==> src/rtl/core/mhpq_pkg.sv <==
`default_nettype none

package mhpq_pkg;

   // Queue depth and derived widths
   localparam int CAPACITY = 64;
   localparam int COUNT_W  = $clog2(CAPACITY + 1);
   localparam int VALUE_W  = 32;

   typedef enum logic [0:0] {
      OP_INSERT = 1'b0,
      OP_REMOVE = 1'b1
   } opcode_type;

   typedef enum logic [1:0] {
      ST_OK        = 2'd0,
      ST_FULL_DROP = 2'd1,
      ST_EMPTY_REM = 2'd2
   } status_type;

   // One request transaction
   typedef struct packed {
      opcode_type                 opcode;
      logic signed [VALUE_W-1:0]  value;
   } req_type;

   // One response transaction
   typedef struct packed {
      logic signed [VALUE_W-1:0]  removed_value;
      logic signed [VALUE_W-1:0]  top_value;
      logic [COUNT_W-1:0]         entry_count;
      logic                       is_empty;
      status_type                 status;
   } rsp_type;

   // Broadcast control to every cell
   typedef struct packed {
      logic                       insert;
      logic                       remove;
      logic signed [VALUE_W-1:0]  new_value;
      logic [COUNT_W-1:0]         count;
   } cell_ctrl_type;

endpackage

`default_nettype wire

==> src/rtl/core/mhpq_cell.sv <==
`default_nettype none

// One slot of the sorted chain. Slot 0 holds the largest value.
module mhpq_cell (
   input  wire logic                                   clock,
   input  wire mhpq_pkg::cell_ctrl_type                ctrl,
   input  wire logic [mhpq_pkg::COUNT_W-1:0]           slot_idx,
   input  wire logic                                   left_gt,
   input  wire logic signed [mhpq_pkg::VALUE_W-1:0]    left_value,
   input  wire logic signed [mhpq_pkg::VALUE_W-1:0]    right_value,
   output logic                                        gt,
   output logic signed [mhpq_pkg::VALUE_W-1:0]         value
);

   logic signed [mhpq_pkg::VALUE_W-1:0] value_ff;
   logic signed [mhpq_pkg::VALUE_W-1:0] value_in;
   logic                                occupied;

   // Slot holds data when below the fill count
   assign occupied = slot_idx < ctrl.count;

   // New value belongs in front of this slot (empty slots rank lowest)
   assign gt = !occupied || (ctrl.new_value > value_ff);

   // Insert: first slot with gt takes the new value, later ones shift right.
   // Remove: everything shifts left by one.
   always_comb begin
      value_in = value_ff;
      if (ctrl.insert) begin
         if (gt) begin
            value_in = left_gt ? left_value : ctrl.new_value;
         end
      end else if (ctrl.remove) begin
         value_in = right_value;
      end
   end

   always_ff @(posedge clock) begin
      value_ff <= value_in;
   end

   assign value = value_ff;

endmodule

`default_nettype wire

==> config.mk <==
export PLATFORM = sky130hd
export DESIGN_NAME = mhpq_cell
export DESIGN_NICKNAME = d
export VERILOG_FILES = /design/src/rtl/core/mhpq_pkg.sv /design/src/rtl/core/mhpq_cell.sv
export SDC_FILE = /design/constraint.sdc
export NUM_CORES = 1
export LEC_CHECK = 0
export BUFFER_PORTS_ARGS = -buffer_cell sky130_fd_sc_hd__buf_2
export CORE_MARGIN = 5
export CORE_UTILIZATION = 36
export CTS_BUF_LIST = sky130_fd_sc_hd__clkbuf_8
export DETAILED_ROUTE_END_ITERATION = 7
export MAX_ROUTING_LAYER = met4
export PLACE_DENSITY = 0.67
export RECOVER_POWER = 50
export SLEW_MARGIN = 30
export SYNTH_ARGS = -nofsm -noshare
export SYNTH_HDL_FRONTEND = slang
export SYNTH_SLANG_ARGS = --single-unit
==> constraint.sdc <==
create_clock -name clock -period 4.1 [get_ports clock]
set_input_delay 0.41 -clock clock [delete_from_list [all_inputs] [get_ports clock]]
set_output_delay 0.41 -clock clock [all_outputs]
set_load 0.02 [all_outputs]
* Word level (Yosys, flattened, before mapping)
Cells that the tools add are included.
Word-level totals: register bits after elaboration 32, output and inout port bits 33, bits in writable memories 0, logic and storage cells 12, memories 0, bits of input ports 114, bits in latches 0, bits in read-only memories 0
Cells by class: multipliers 0, mux-type cells 4, div/mod/pow operators 0, add/sub/neg operators 0, shift-type cells 0, bitwise logic cells 0, reductions and logical operators 4, eq/ne operators 1, $lt $le $gt $ge 2
Operators by type and width (count):
- $mux W32 | 4
- $gt A32 B32 Y1 | 1
- $lt A7 B7 Y1 | 1
- $ne A2 B1 Y1 const B | 1
- $reduce_and A2 Y1 | 1
- $reduce_bool A2 Y1 | 1
- $logic_not A1 Y1 | 1
- $logic_or A1 B1 Y1 | 1

* Depth between registers and ports, before layout
depth in word-level cells 5, depth in mapped cells 8, depth with buffers taken out 8

* Worst setup path before layout
No wires, ideal clock.
path type register to register, from reg value_ff, in the netlist value[31], to reg value_ff, in the netlist value[0], enable pin, arrival time 2.421 ns, setup time 0.478 ns, cell stages (with the launch flop) 9, path slack 1.201 ns, data required time 3.622 ns, cell sequence edfxtp_1 > inv_1 > ha_1 > nand4_2 > nor3_1 > a221oi_1 > o2111ai_2 > a221oi_1 > nand2_1
On the way: word-level cells in the longest chain between the ends 4
RTL lines:
- start, declared | RTL line mhpq_cell.sv:15 | logic signed [mhpq_pkg::VALUE_W-1:0] value_ff;
- start signal, assigned | RTL line mhpq_cell.sv:39 | value_ff <= value_in;
- $gt A32 B32 Y1 | RTL line mhpq_cell.sv:23 | assign gt = !occupied || (ctrl.new_value > value_ff);
- $logic_or A1 B1 Y1 | RTL line mhpq_cell.sv:23
- $ne A2 B1 Y1 (no source line)
- $reduce_and A2 Y1 (no source line)
Every way passes these cells. A chain may end at the register's enable or synchronous reset.

* Worst setup path in the final report
from reg value_ff, in the netlist value[9], to out gt
On the way: word-level cells in the longest chain between the ends 2
RTL lines:
- $gt A32 B32 Y1 | RTL line mhpq_cell.sv:23
- $logic_or A1 B1 Y1 | RTL line mhpq_cell.sv:23
- end, declared | RTL line mhpq_cell.sv:11 | output logic gt,
Every way passes these cells.

==> qor.txt <==
Max VDD drop -> 0.1386 mV
Inserted Clock Buffers -> 5
Mapped Nets -> 438
Initial DRT Pass Iterations -> 4
Initial Util -> 36.78%
Yosys Warn Count -> 0
Post-synth top area cell -> edfxtp_1
Area of the multi-input gates -> 0.001505 mm2
Sequential fraction of the synthesis area -> 36.21%
Hold Path Class -> input port to flip-flop
Count leader, synth -> a21oi_1
Max reg flops -> 32
CTS Buffer Depth -> 2
Hold endpoint -> value[18]
Slew margin rel. -> 8.969%
Number of global-route vias before repair -> 2577
Part of the power in registers -> 40.5%
Layout cells sized above 1 -> 29.10%
Min Tclk post-route -> 3.076 ns
Clk slew on worst S/H paths -> 0.07 ns
Cells on worst reg2reg path -> 9
Rows -> 31
Post-synth EDFFs -> 32
DR vias -> 2558
Measured slew at the worst slew-check pin -> 1.365 ns
Post-synth top cells -> a21oi_1, ha_1, inv_1, nor2_1, mux2i_1
Hold_ws -> 0.4473 ns
DRC errors left -> 0
Top cell type's share of synthesized area -> 36.21%
Reg area -> 960.9 um2
Period utilization -> 75.03%
I/O Buffers -> 146
Comb power frac -> 39.2%
Placer congestion estimate -> 0.7902
Synthesized area -> 0.002654 mm2
Fill cells -> 760
Final setup violation count -> 0
P&R area growth vs syn -> 32.96%
Critical path launch point type -> flip-flop
I/O pins -> 147
Internal Power -> 0.7135 mW
Root Buffer -> clkbuf_8
DIE AREA -> 0.009189 mm2
CTS sink cnt -> 32
Max-cap violations -> 0
Leakage -> 1.801 nW
Clock skew -> 0.006677 ns
Pin count of the biggest net entering global routing -> 42
Status -> finished, final reports clean
Post-synth cell types -> 29
Clock network power share -> 20.3%
Initial antenna violation count -> 0
Async SR Flop Fraction -> 0%
CTS tree -> built
CP arrival -> 2.67 ns
Hold Buf Count CTS -> 0
Global-route wire length before repair -> 11.37 mm
Vias per std cell -> 4.808
Worst-Skew Late Latency -> 0.28 ns
Final wirelength -> 7.307 mm
PD cells -> 320.2 mW/mm2
R2R Path Start -> value[9]
RSZ-0062 raised after global routing -> no
Initial DRC count -> 53
H-Tree Depth -> 2
Count of pins over their slew limit -> 0
Die height -> 95.86 um
Synthesized area per cell -> 9.279 um2
Final antenna-violating net count -> 0
Switching Share -> 36.85%
Most used flip-flop cell after synthesis -> edfxtp_1
Hold Fails Final Rpt -> 0
Psw -> 0.4164 mW
Total track usage -> 16.37%
Synth area leaders -> edfxtp_1, ha_1, mux2i_1
CTS resizes -> 0
R2R Setup Slk -> 1.53 ns
Post-DP HPWL -> 6.051 mm
Worst setup EP type -> primary output
Setup bufs post-CTS -> 0
Hold Crit Start -> right_value[18]
WL per Instance -> 13.73 um
Synthesis-stage register bit count -> 32
FMAX -> 325.1 MHz
Setup TNS -> 0 ns
Kind of critical path -> flip-flop to primary output
Total gr overflow -> 0
Nets@finish -> 584
DIE WIDTH -> 95.86 um
Worst reg2reg endpoint -> value[12]
Cells after Synth -> 286
ANT cells -> 0
Hold depth -> 3
CP required -> 3.69 ns
CP max FO -> 3
Core Area -> 0.007214 mm2
## kinds of logic (layout without fill, tap and decap cells)
group                    Yosys count  in the layout  synth area share (%)
adder cells (fa/ha/maj)           38             38                 17.92
buffers and inverters             49            196                 7.072
AO/OA/AOI/OAI                     61             61                 12.97
flip-flops                        32             32                 36.21
AND/OR/NAND/NOR                   73             73                 13.39
multiplexers                      33             33                 12.45
## layout make-up
class,count,area share (%)
Multi-Input combinational cell,205,42.66
Inverter,38,4.043
Clock buffer,5,1.950
Timing Repair Buffer,150,20.28
Sequential cell,32,27.23
Tap cell,99,3.511
Clock inverter,3,0.3191
## per-stage QoR
step                      util, %  power, mW  worst slack [ns]  area, um2  cells
after floorplan                 -     0.7463             1.201       2654    286
after global placement      48.32     0.9134             1.166       3486    523
after detailed placement    48.32     0.9241             1.157       3486    523
after CTS                   49.43      1.159            0.9541       3566    531
after global routing        48.91      1.221            0.8081       3528    532
final                       48.91      1.130             1.024       3528    532
## metal layers
metal,wire length (um),vias up,track usage [%]
li1,-,1326,-
met1,3030,1121,18.71
met2,3570,102,28.49
met3,603,9,4.222
met4,103,0,4.265
met5,0,-,-
## how the worst max path moves through the flow
stage,slack (ns),from,end
floorplan,1.20,value[31],value[0]
global placement,1.17,ctrl[16],gt
detailed placement,1.16,ctrl[16],gt
CTS,0.95,value[9],gt
global route,0.81,value[9],gt
finish,1.02,value[9],gt
## power groups by stage
stage	clock network [mW]	registers (mW)	logic, mW
6_report	0.229	0.457	0.443
5_1_grt	0.254	0.465	0.503
4_1_cts	0.239	0.457	0.463
3_5_place_dp	0	0.463	0.461
3_3_place_gp	0	0.461	0.452
2_1_floorplan	0	0.529	0.218
## layout by cell type (no fill, tap or decap), types with 6 or more instances in the layout
cell type and instances:
buf_2 113, a21oi_1 45, inv_1 40, ha_1 38
nor2_1 35, clkbuf_1 34, mux2i_1 33, edfxtp_1 32
nand2_1 11, nand4_1 7, o21ai_0 6
## worst max-delay path, stage by stage, from the launching register on
cell and delay [ns]:
edfxtp_1 0.39, inv_1 0.07, ha_1 0.24, a21oi_1 0.17
o21ai_0 0.11, a221oi_1 0.52, o2111ai_2 0.20, mux2i_1 0.16
or3_1 0.35, buf_2 0.18
No activity file was read; power rests on OpenSTA's default activity.
